===== src/rtl/pvfe_pkg.sv =====
`timescale 1ns / 1ps
package pvfe_pkg;

    // Field widths fixed by the stream format.
    localparam int DATA_W = 24;
    localparam int BIN_W  = 9;
    localparam int PHASE_W = 16;
    localparam int CFG_W  = 24;
    localparam int FREQ_W = 32;

    // CORDIC datapath: inputs grow by about 2.33 over all rotations.
    localparam int XW = DATA_W + 3;
    localparam int ZW = 32;
    localparam int ATAN_LEN = 24;

    // Inverse CORDIC gain in Q24.
    localparam logic [23:0] INV_GAIN_Q24 = 24'd10188014;

    // Quarter turns as 32-bit and 16-bit binary angles.
    localparam logic [ZW-1:0] Z_QUARTER       = 32'h4000_0000;
    localparam logic [ZW-1:0] Z_THREE_QUARTER = 32'hC000_0000;
    localparam logic [PHASE_W-1:0] PH_QUARTER       = 16'h4000;
    localparam logic [PHASE_W-1:0] PH_THREE_QUARTER = 16'hC000;

    // Configuration register indexes.
    localparam logic CFG_HZ_PER_TURN = 1'b0;
    localparam logic CFG_BIN_SPACING = 1'b1;

    // One CORDIC pipeline stage.
    typedef struct packed {
        logic                 valid;
        logic signed [XW-1:0] x;
        logic signed [XW-1:0] y;
        logic [ZW-1:0]        z;
        logic                 re_zero;
        logic                 im_pos;
        logic                 im_neg;
        logic [BIN_W-1:0]     bin;
        logic                 first;
    } t_cstage;

    // Arctangent of 2^-i in 32-bit binary angle units.
    function automatic logic [ZW-1:0] atan_turns(input logic [4:0] idx);
        logic [ZW-1:0] a;
        case (idx)
            5'd0:  a = 32'h20000000;
            5'd1:  a = 32'h12E4051E;
            5'd2:  a = 32'h09FB385B;
            5'd3:  a = 32'h051111D4;
            5'd4:  a = 32'h028B0D43;
            5'd5:  a = 32'h0145D7E1;
            5'd6:  a = 32'h00A2F61E;
            5'd7:  a = 32'h00517C55;
            5'd8:  a = 32'h0028BE53;
            5'd9:  a = 32'h00145F2F;
            5'd10: a = 32'h000A2F98;
            5'd11: a = 32'h000517CC;
            5'd12: a = 32'h00028BE6;
            5'd13: a = 32'h000145F3;
            5'd14: a = 32'h0000A2FA;
            5'd15: a = 32'h0000517D;
            5'd16: a = 32'h000028BE;
            5'd17: a = 32'h0000145F;
            5'd18: a = 32'h00000A30;
            5'd19: a = 32'h00000518;
            5'd20: a = 32'h0000028C;
            5'd21: a = 32'h00000146;
            5'd22: a = 32'h000000A3;
            5'd23: a = 32'h00000051;
            default: a = '0;
        endcase
        return a;
    endfunction

endpackage


===== src/rtl/pvfe_freq_calc.sv =====
`timescale 1ns / 1ps
module pvfe_freq_calc (
    input  logic                                i_clk,
    input  logic                                i_rst_n,
    input  logic                                i_en,
    input  logic                                i_valid,
    input  logic signed [pvfe_pkg::PHASE_W-1:0] i_dphi,
    input  logic [pvfe_pkg::BIN_W-1:0]          i_bin,
    input  logic [pvfe_pkg::DATA_W-1:0]         i_mag,
    input  logic [pvfe_pkg::CFG_W-1:0]          i_hz_per_turn,
    input  logic [pvfe_pkg::CFG_W-1:0]          i_bin_spacing,
    output logic                                o_valid,
    output logic [pvfe_pkg::DATA_W-1:0]         o_mag,
    output logic signed [pvfe_pkg::FREQ_W-1:0]  o_freq,
    output logic [pvfe_pkg::BIN_W-1:0]          o_bin
);
    import pvfe_pkg::*;

    localparam int FP_W = PHASE_W + CFG_W + 1;
    localparam int BP_W = BIN_W + CFG_W;
    localparam int RND_W = FP_W - 16;
    localparam int SUM_W = BP_W + 2;

    logic                    r_m3_valid;
    logic signed [FP_W-1:0]  r_fprod;
    logic [BP_W-1:0]         r_bprod;
    logic [DATA_W-1:0]       r_m3_mag;
    logic [BIN_W-1:0]        r_m3_bin;

    logic                    r_m4_valid;
    logic [DATA_W-1:0]       r_m4_mag;
    logic signed [FREQ_W-1:0] r_m4_freq;
    logic [BIN_W-1:0]        r_m4_bin;

    logic signed [FP_W-1:0]  w_fprod;
    logic signed [FP_W-1:0]  w_rnd_full;
    logic signed [RND_W-1:0] w_rnd;
    logic signed [SUM_W-1:0] w_sum;
    logic signed [FREQ_W-1:0] n_freq;

    // Both products side by side in one stage.
    assign w_fprod = i_dphi * $signed({1'b0, i_hz_per_turn});

    always_ff @(posedge i_clk) begin
        if (i_en) begin
            r_fprod  <= w_fprod;
            r_bprod  <= i_bin * i_bin_spacing;
            r_m3_mag <= i_mag;
            r_m3_bin <= i_bin;
        end
    end

    // Round the phase term to nearest, add the bin offset, saturate.
    always_comb begin
        w_rnd_full = r_fprod + FP_W'(32768);
        w_rnd = RND_W'(w_rnd_full >>> 16);
        w_sum = SUM_W'(w_rnd) + $signed({2'b00, r_bprod});
        if (w_sum > $signed(SUM_W'(32'h7FFF_FFFF))) begin
            n_freq = 32'sh7FFF_FFFF;
        end else if (w_sum < -$signed(SUM_W'(33'h0_8000_0000))) begin
            n_freq = 32'sh8000_0000;
        end else begin
            n_freq = FREQ_W'(w_sum);
        end
    end

    always_ff @(posedge i_clk) begin
        if (i_en) begin
            r_m4_mag  <= r_m3_mag;
            r_m4_freq <= n_freq;
            r_m4_bin  <= r_m3_bin;
        end
    end

    always_ff @(posedge i_clk) begin
        if (!i_rst_n) begin
            r_m3_valid <= 1'b0;
            r_m4_valid <= 1'b0;
        end else if (i_en) begin
            r_m3_valid <= i_valid;
            r_m4_valid <= r_m3_valid;
        end
    end

    assign o_valid = r_m4_valid;
    assign o_mag   = r_m4_mag;
    assign o_freq  = r_m4_freq;
    assign o_bin   = r_m4_bin;

endmodule


===== config.mk =====
export PLATFORM = sky130hd
export DESIGN_NAME = pvfe_freq_calc
export DESIGN_NICKNAME = d
export VERILOG_FILES = /design/src/rtl/pvfe_pkg.sv /design/src/rtl/pvfe_freq_calc.sv
export SDC_FILE = /design/constraint.sdc
export NUM_CORES = 2
export LEC_CHECK = 0
export ABC_AREA = 1
export BUFFER_PORTS_ARGS = -buffer_cell sky130_fd_sc_hd__buf_2
export CAP_MARGIN = 20
export CORE_AREA = 3 3 222 224
export CTS_BUF_LIST = sky130_fd_sc_hd__clkbuf_4 sky130_fd_sc_hd__clkbuf_8 sky130_fd_sc_hd__clkbuf_16
export CTS_CLUSTER_SIZE = 24
export DETAILED_ROUTE_END_ITERATION = 16
export DIE_AREA = 0 0 225 227
export GPL_TIMING_DRIVEN = 0
export PLACE_DENSITY = 0.88
export REMOVE_ABC_BUFFERS = 1
export SLEW_MARGIN = 10
export SYNTH_ARGS = -nofsm -noshare
export SYNTH_HDL_FRONTEND = slang
export SYNTH_SLANG_ARGS = --single-unit

===== constraint.sdc =====
create_clock -name i_clk -period 7.3 [get_ports i_clk]
set_input_delay 0.365 -clock i_clk [delete_from_list [all_inputs] [get_ports i_clk]]
set_output_delay 0.365 -clock i_clk [all_outputs]
set_load 0.005 [all_outputs]

# --- Word-level counts from Yosys, hierarchy flattened ---
# Index checks and enable logic that the tools add are counted.
classes:
  n_addsub: 2
  mul: 2
  magnitude_cmp: 2
  muxes: 1
op_table:
  columns: ["operator", "n"]
  rows:
  - ["adder 41 x 17 -> 41 bit (second input constant)", 1]
  - ["multiplier 16 x 25 -> 41 bit", 1]
  - ["adder 25 x 34 -> 35 bit", 1]
  - ["greater-than comparator 35 x 32 -> 1 bit (second input constant)", 1]
  - ["< comparator 35 x 32 -> 1 bit (second input constant)", 1]
  - ["multiplier 9 x 24 -> 33 bit", 1]
  - ["2-to-1 mux 32 bit", 1]
word_totals:
  regBits: 174
  in_bits: 101
  output_inout_bits: 66
  elab_cells: 16

# --- Depth between registers and ports, before layout ---
logic_depth:
  ltp_word: 4
  mapped_depth: 30
  ltp_nobuf: 28

# --- Least setup slack after synthesis ---
# Ideal clock, no wire load.
synth_timing:
  path_kind: "input to register"
  from: "input port i_hz_per_turn[13] (netlist name)"
  to: "register r_fprod[35] (data pin)"
  setup_ns: 0.252
  arrival_time_ns: 5.380
  required_ns: 7.048
  slack_ns: 1.668
  stages: 28
  n_path_buf: 2
  cell_sequence: "clkbuf_1 clkbuf_1 nand2_1 fa_1 inv_1 fa_1 inv_1 fa_1 inv_1 fa_1 fa_1 inv_1 fa_1 inv_1 ha_1 nand2_1 nor2_1 inv_1 nor2_1 inv_1 nor2_1 nand2_1 nand2_1 nand2_1 nand2_1 nand2_1 nand3_1 nand2_1"
synth_via:
  elab_chain_len: 1
synth_lines:
  columns: ["item", "line_no", "text"]
  rows:
  - ["start, declared", "pvfe_freq_calc.sv:10", "input logic [pvfe_pkg::CFG_W-1:0] i_hz_per_turn,"]
  - ["multiplier 16 x 25 -> 41 bit", "pvfe_freq_calc.sv:42", "assign w_fprod = i_dphi * $signed({1'b0, i_hz_per_turn});"]
  - ["net w_fprod[35]", "pvfe_freq_calc.sv:35", "logic signed [FP_W-1:0] w_fprod;"]
  - ["end signal, assigned", "pvfe_freq_calc.sv:46", "r_fprod <= w_fprod;"]
  - ["end, declared", "pvfe_freq_calc.sv:25", "logic signed [FP_W-1:0] r_fprod;"]
# The timed path passes the listed nets, and every way through them passes these cells.
# A chain may end at the register's enable or synchronous reset.

# --- Final worst setup path ---
layout_timing:
  from: "input port i_dphi[15] (netlist name)"
  to: "register r_fprod[36] (data pin)"
layout_via:
  elab_chain_len: 1
layout_lines:
  columns: ["item", "line_no", "text"]
  rows:
  - ["start, declared", "pvfe_freq_calc.sv:7", "input logic signed [pvfe_pkg::PHASE_W-1:0] i_dphi,"]
  - ["multiplier 16 x 25 -> 41 bit", "pvfe_freq_calc.sv:42", null]
  - ["net w_fprod[36]", "pvfe_freq_calc.sv:35", null]
# The timed path passes the listed nets, and every way through them passes these cells.

==> metrics.csv <==
stage,metric,value,unit
final_layout,layout-drive-gt1-share,0.0677,
final_layout,final_cell_area,29800,sq um
sta,slew_violations,0,
min_path,hold_class,in2reg,
sta,whs,98.8,ps
yosys,synth.largest_area_cell,fa_1,
job,maxCapViolations,0,
yosys,ys_ff_latch,159,
sta,finalHoldViolCount,0,
yosys,seq_area_frac_synth,0.170,
global_route,grt-busiest-layer,met2,
global_route,grt.met2_usage,0.469,
place,routabilityCongestion,0.926,
global_route,antenna_found_initial,0,
global_route,grt_pass1_wl,110000,um
worst_setup_path,cp_slowest_cell,inv_1,
cts,cts_buffer_depth,2,
worst_setup_path,crit_chain,"buf_2, inv_1, nor2_1, fa_1, inv_1, fa_1, fa_1, fa_1, inv_1, fa_1, inv_1, fa_1, inv_1, ha_1, a21oi_1, inv_1, a31oi_1, o21ai_0, a21oi_1, nand3_1, xor2_1",
cts,cts.clk_slew.worst_paths,70,ps
sta,setup-violations-final,0,
floorplanning,core_area,47500,sq um
global_route,met1_usage,0.328,
sta,period_minus_slack,5970,ps
yosys,synthDistinctLibCells,43,
final_layout,insertedDiodeCount,0,
cts,cts_resized,0,
place,dp_slack,1000,ps
place,placed_cell_area,29200,sq um
cts,cts_tree,done,
worst_setup_path,worstPathArrival,6150,ps
cts,cts_setup_buffers,0,
worst_setup_path,crit_path_max_fanout,25,
worst_setup_path,worst_ep_required_time,7480,ps
route,wl,65300,um
yosys,syn_avg_cell_area,8.02,sq um
sta,fin_ws,1330,ps
yosys,synthTopCellsByArea,"fa_1 (33%), edfxtp_1 (17%), nand2_1 (13%)",
final_layout,nFillCells,3881,
status,status,completed,
yosys,yosys_warnings,0,
yosys,synth_area,28000,sq um
global_route,first_global_vias,23500,
worst_setup_path,startpoint_type,input port,
sta,max_freq,0.168,GHz
final_layout,num-nets-final,4348,
floorplanning,io-pin-count,167,
yosys,netlist_instances,3496,
worst_setup_path,worstSetupPathType,in2reg,
global_route,gr-usage-all-layers,0.265,
route,vias,22300,
yosys,synth_top_area_share,0.329,
sta,post-route-period-util,0.817,
route,drt-initial-drc-count,1745,
cts,numCtsBuffers,17,
place,port-buffer-count,166,
route,route.detailed.drc,0,
sta,rsz0062_at_grt,false,
worst_setup_path,slowest_delay,730,ps
worst_setup_path,end_kind,flip-flop,
route,wl_per_cell,15.6,um
final_layout,syn2layout_area_growth,6.27,%
floorplanning,die-area,51100,sq um
global_route,met3_usage,0.0414,
cts,clock_sinks,159,
place,dpl.hpwl,52400,um
cts,hold_buffers,0,
sta,max_slew.worst_pin.slew,1020,ps
cts,cts_root_buf,clkbuf_16,
floorplanning,die_y,227,um
global_route,overflow,0,
floorplanning,start_util,0.589,
cts,htree_levels,4,
route,vias_per_cell,5.32,
sta,relSlewSlack,0.317,
sta,fin_setup_tns,0,ps
floorplanning,die-width,225,um
floorplanning,rows,80,
sta,skew,12.8,ps
route,ant_nets,0,
cts,insertion_delay,440,ps
global_route,grt_max_degree,90,
route,first_pass_iters,6,
==> metal layers <==
layer	vias to the layer above	share of wire	wire [um]
li1	10400	-	-
met1	10600	0.38	25100
met2	1101	0.49	32100
met3	179	0.088	5740
met4	0	0.036	2340
met5	-	0	0
==> layout by cell type, fill, tap and decap left out, types with 9 or more instances in the layout <==
master / instances
a21oi_1: 102
a31oi_1: 16
ha_1: 223
nand2_2: 11
nand3_1: 56
or2_2: 9
buf_2: 165
xor2_1: 73
xnor2_1: 26
edfxtp_1: 157
nand2_1: 976
o21bai_1: 17
o21ai_0: 54
inv_1: 933
nor3_1: 19
a21o_1: 12
clkbuf_16: 17
fa_1: 461
nor2_1: 155
nand4_1: 16
==> Yosys cell counts <==
library cell,count
nand2_4,1
o221a_2,1
nand3_2,4
o211a_1,1
a21boi_1,1
nor3_1,19
o211ai_1,1
a21boi_0,3
dfxtp_1,2
clkbuf_1,111
nand2_2,11
nand2b_1,1
a21oi_1,102
nand3b_1,3
nor2_1,155
buf_1,2
buf_6,6
o21ai_4,1
ha_1,223
nor2_2,4
a31oi_1,16
inv_1,933
a211oi_1,3
nand2_1,976
xnor2_1,26
or2_2,9
nor4_1,8
o21a_1,6
a221oi_1,1
a21o_1,12
inv_2,5
a31o_2,1
and2_1,2
clkinv_1,1
edfxtp_1,157
nand3_1,56
and3_1,5
fa_1,461
o21bai_1,17
xor2_1,73
nor3_2,6
o21ai_0,54
nand4_1,16
==> kinds of logic after synthesis <==
kind of cell	Yosys count	synth area share
adder cells (fa/ha/maj)	684	0.429
flip-flops	159	0.170
AO/OA/AOI/OAI	220	0.0449
buffers and inverters	1058	0.143
AND/OR/NAND/NOR	1276	0.182
XOR/XNOR	99	0.0309
==> cell type report <==
type	count	area, sq um	area share
Multi-Input combinational cell	2279	19200	0.646
Sequential cell	159	4750	0.160
Inverter	939	3520	0.118
Timing Repair Buffer	167	865	0.0290
Tap cell	615	769	0.0258
Clock buffer	17	425	0.0143
Clock inverter	15	190	0.00639
==> metrics by stage <==
step,util,std cells
4_1_cts,0.626,4191
3_5_place_dp,0.613,4159
6_report,0.626,4191
2_1_floorplan,-,3377
5_1_grt,0.626,4191
3_3_place_gp,0.613,4158
==> registers in the layout (all words and copies together), names as in the netlist <==
register    flops
o_bin           9
o_freq         32
o_mag          24
o_valid         1
r_bprod        33
r_fprod        26
r_m3_bin        9
r_m3_mag       24
r_m3_valid      1
==> final timing paths <==
kind / start / end / slack (ps) / cells after the start
setup reg to reg: r_fprod[15] / o_freq[10] / 2950 / 24
setup / recovery: i_dphi[15] / r_fprod[36] / 1330 / 21
hold reg to reg: r_m3_mag[4] / o_mag[4] / 420 / 0
hold / removal: i_mag[15] / r_m3_mag[15] / 100 / 1
==> critical path: cells and delay by family <==
family                     cells  cell delay (ps)
xor gates and xnor gates       1              160
adders and majority gates      7             3260
AOI/OAI and AO/OA              4              950
and+or+nand+nor                2              290
buffers and inverters          7             1090
Power is left out: the tool's default activity adds up to more than one toggle a clock period on the data nets, which glitch-free logic cannot reach.
